===== src/rtl/bgi_pkg.sv =====
// Shared constants and types for the bicubic grid interpolator.
// Used by every module in the rtl folder; depends on nothing.
`default_nettype none

package bgi_pkg;

    // Grid and store geometry.
    localparam int GRID_SIDE       = 64;
    localparam int COL_W           = $clog2(GRID_SIDE);
    localparam int MAX_CHANNELS    = 8;
    localparam int CH_W            = $clog2(MAX_CHANNELS);
    localparam int ADDR_W          = 2 * COL_W + CH_W;
    localparam int SAMP_W          = 16;

    // Configuration registers.
    localparam int CFG_IDX_W       = 2;
    localparam int CFG_DATA_W      = 7;
    localparam int GSIZE_W         = 7;
    localparam int NCH_W           = 4;

    // Coordinate and kernel formats.
    localparam int COORD_FRAC_BITS = 8;
    localparam int COORD_W         = 16;
    localparam int WEIGHT_FRAC     = 14;
    localparam int T_W             = COORD_FRAC_BITS + 1;
    localparam int T2_W            = 2 * T_W;
    localparam int T3_W            = 3 * T_W;
    localparam int NUM_W           = 3 * COORD_FRAC_BITS + 8;
    localparam int RND_SHIFT       = 3 * COORD_FRAC_BITS + 1 - WEIGHT_FRAC;
    localparam int WT_W            = 18;
    localparam int SUM_W           = 20;

    // Accumulator and divider widths.
    localparam int A_W             = 36;
    localparam int R_W             = 36;
    localparam int HALF_W          = R_W / 2;
    localparam int ACC_W           = 57;
    localparam int DIV_NW          = 58;
    localparam int DIV_DW          = SUM_W + 1;

    // Register indexes and commands.
    localparam logic [CFG_IDX_W-1:0] REG_GRID_SIZE = 2'd0;
    localparam logic [CFG_IDX_W-1:0] REG_CHANNELS  = 2'd1;
    localparam logic CMD_WRITE = 1'b0;
    localparam logic CMD_QUERY = 1'b1;

    typedef logic [ADDR_W-1:0] t_addr;

endpackage

`default_nettype wire


===== src/rtl/bgi_div.sv =====
// Radix-2 restoring divider for unsigned operands, one quotient bit per cycle.
// Depends on bgi_pkg for the operand widths.
`default_nettype none

module bgi_div (
    input  wire logic                       i_clk,
    input  wire logic                       i_rst_n,
    input  wire logic                       i_start,
    input  wire logic [bgi_pkg::DIV_NW-1:0] i_numer,
    input  wire logic [bgi_pkg::DIV_DW-1:0] i_denom,
    output logic                            o_done,
    output logic [bgi_pkg::DIV_NW-1:0]      o_quot
);
    import bgi_pkg::*;

    localparam int CNT_W = $clog2(DIV_NW);

    logic             r_busy;
    logic [CNT_W-1:0] r_cnt;
    logic [DIV_DW:0]  r_rem;
    logic [DIV_DW-1:0] r_den;
    logic [DIV_DW:0]  rem_sh;
    logic             fits;

    // Shift in the next numerator bit and try the subtraction.
    always_comb begin
        rem_sh = {r_rem[DIV_DW-1:0], o_quot[DIV_NW-1]};
        fits   = rem_sh >= {1'b0, r_den};
    end

    always_ff @(posedge i_clk) begin
        if (!i_rst_n) begin
            r_busy <= 1'b0;
            o_done <= 1'b0;
        end else begin
            o_done <= 1'b0;
            if (i_start) begin
                r_busy <= 1'b1;
                r_cnt  <= CNT_W'(DIV_NW - 1);
                r_rem  <= '0;
                r_den  <= i_denom;
                o_quot <= i_numer;
            end else if (r_busy) begin
                r_rem  <= fits ? (rem_sh - {1'b0, r_den}) : rem_sh;
                o_quot <= {o_quot[DIV_NW-2:0], fits};
                r_cnt  <= r_cnt - 1'b1;
                if (r_cnt == '0) begin
                    r_busy <= 1'b0;
                    o_done <= 1'b1;
                end
            end
        end
    end

endmodule

`default_nettype wire


===== config.mk =====
export PLATFORM = sky130hd
export DESIGN_NAME = bgi_div
export DESIGN_NICKNAME = d
export VERILOG_FILES = /design/src/rtl/bgi_pkg.sv /design/src/rtl/bgi_div.sv
export SDC_FILE = /design/constraint.sdc
export NUM_CORES = 1
export LEC_CHECK = 0
export BUFFER_PORTS_ARGS = -buffer_cell sky130_fd_sc_hd__buf_2
export CORE_UTILIZATION = 40
export DETAILED_ROUTE_END_ITERATION = 10
export PLACE_DENSITY = 0.66
export SLEW_MARGIN = 20
export SYNTH_ARGS = -nofsm -noshare
export SYNTH_HDL_FRONTEND = slang
export SYNTH_SLANG_ARGS = --single-unit
export TNS_END_PERCENT = 10

===== constraint.sdc =====
create_clock -name i_clk -period 5.3 [get_ports i_clk]
set_input_delay 1.325 -clock i_clk [delete_from_list [all_inputs] [get_ports i_clk]]
set_output_delay 1.325 -clock i_clk [all_outputs]
set_load 0.01 [all_outputs]

==> out/metrics.cfg <==
[grt]
overflow = 0
grt_pass1_vias = 4255
grt_pass1_wl_um = 20900
antenna_found_initial = 0
grt_max_degree = 71
grt.total_usage_pct = 18.5

[synthesis]
yosys-top-cells-area = edfxtp_1, mux2_2, ha_1, a21oi_1, nand2_1
synth_edf_count = 106
netlist_area_um2 = 5630
avgSynthCellArea_um2 = 12.5
yosysTopAreaCellShare_pct = 56.5
synthCells = 449
yosysWarnings = 0
syn_nets = 555
ys_seq_elements = 108
synth_largest_area_cell = edfxtp_1
yosys-top-cells-count = edfxtp_1, mux2_2, nand2_1
yosys.cell_count.top_type = edfxtp_1
synth_cell_types = 59
yosysSeqAreaShare_pct = 57.2
synthArstFlopShare_pct = 0
synth_ff_type = edfxtp_1

[worst_hold_path]
min_path_type = register to register
hold_path.startpoint = r_busy

[layout]
syn_to_final_growth_pct = 21.4
diodes = 0
drive_above_1_share_pct = 37.7
nets = 692

[critical_path]
timing.critical_path.mode_cell = inv_1
critPathLaunch = o_quot[57]
cp_max_fo = 11
cp.required_ps = 5400
crit_chain = inv_1, ha_1, inv_1, fa_1, a21o_1, a221oi_2, a211o_1, nand3_1, and4_1, a311o_1
endpoint_kind = register
r2r_slack_ps = 2200
cp-start-kind = register
slowest_stage = edfxtp_1
crit_type = register to register
cp.arrival_ps = 3210
path_buf_inv = 2
critPathMaxStageDelay_ps = 410
cp_top_family = compound AO/OA/AOI/OAI gates
r2r_start = o_quot[57]

[die]
die_w_um = 121
die-area_um2 = 14600
coreArea_um2 = 13500
num_io_pins = 141
die_h_um = 121
start_util_pct = 41.7
row_count = 42

[timing]
finalCriticalPeriod_ps = 3100
skew_ps = 7.95
fin_setup_tns_ps = 0
final-hold-violation-count = 0
hold_slack_ps = 463
setup_viol = 0
relSlewSlack_pct = 34.6
drv_slew = 0
tightest_slew_ps = 982
setup_ws_ps = 2200
rsz0062_at_grt = no
period_share_pct = 58.5
fmax_mhz = 322

[cts]
cts.sinks = 108
clkTransAtPathRegs_ps = 70
cts_hold_buf = 0
cts_tree = yes
clock_latency_ps = 350
numCtsBuffers = 9
cts_setup_buffers = 0
clock_tree.root_cell = clkbuf_16
cts_buffer_depth = 2
ctsResizeCount = 0
htree_num_levels = 3

[route]
first_pass_iters = 4
vias_per_cell = 5.31
drc = 0
ant_nets = 0
post_drt_wl_per_cell_um = 16.7
drt_wl_total_um = 12800
drt_iter0_drc = 137
vias = 4065

[power_and_ir_drop]
p_leak_nw = 2.76
power_density_nw_per_um2 = 337
irDropWorstVdd_mv = 0.204

[placed_design]
pre_cts_slack_ps = 1950
gp_congestion = 0.827
hpwl_um = 9080
io_buffers = 140

[status]
outcome = complete, no violations

[flow_run]
drv_cap = 0

path summary, 6_finish.rpt:
check | endpoint | depth (start not counted)
setup / recovery | r_rem[18] | 10
hold / removal | o_done | 2
hold reg to reg | o_done | 2
setup reg to reg | r_rem[18] | 10
layout make-up:
| class | instances | area, um^2 |
|---|---|---|
| clock buffer | 9 | 225 |
| clock inverter | 5 | 108 |
| fill | 1171 | 6670 |
| inverter | 31 | 116 |
| multi-input combinational | 293 | 2220 |
| sequential | 108 | 3220 |
| tap | 176 | 220 |
| timing repair buffer | 143 | 726 |
kinds of logic after synthesis:
family,synth area share [%]
AOI/OAI and AO/OA,10.8
muxes,12.0
xor gates and xnor gates,1.87
and+or+nand+nor,9.15
buffers and inverters,3.49
adders and majority gates,5.47
DFF,57.2
where the power goes:
group | internal, W | total [W] | switching, W | leakage [nW]
logic | 0.000203 | 0.000476 | 0.000272 | 1.57
registers | 0.00103 | 0.00106 | 0.0000330 | 1.02
clock network | 0.000460 | 0.000770 | 0.000309 | 0.162
sequential cells by signal (all words and copies together), names as in the netlist:
signal  cells
o_done      1
r_busy      1
o_quot     58
r_cnt       6
r_rem      21
r_den      21
routing by layer:
metal  vias up  track usage (%)  wire length, um
met5         -                0                0
met4         0             4.86              159
met3        11             7.31              981
met2       130             31.0             6140
met1      1947             22.1             5510
li1       1977                -                -
per-stage QoR:
step | std cells | utilization [%] | power [W] | area, um^2
after CTS | 765 | 50.6 | 0.00232 | 6840
final | 765 | 50.6 | 0.00230 | 6840
after global placement | 751 | 48.2 | 0.00154 | 6500
after global routing | 765 | 50.6 | 0.00241 | 6840
after detailed placement | 751 | 48.2 | 0.00155 | 6500
after floorplan | 449 | - | 0.00141 | 5630
layout by cell type, fill, tap and decap left out, types with 5 or more instances in the layout:
cell and n:
a211oi_1 6, a21oi_1 32, and3_1 5, buf_2 139
clkbuf_16 9, edfxtp_1 106, ha_1 23, inv_1 30
mux2_2 58, nand2_1 42, nand3_1 10, nor2_1 20
o21ai_0 14, xnor2_1 9
worst min-delay path, stage by stage, from the launching register on:
cell and delay [ps]:
dfxtp_1 330, nand2_1 60, nor3_1 40
Power figures use the tool's default switching activity.
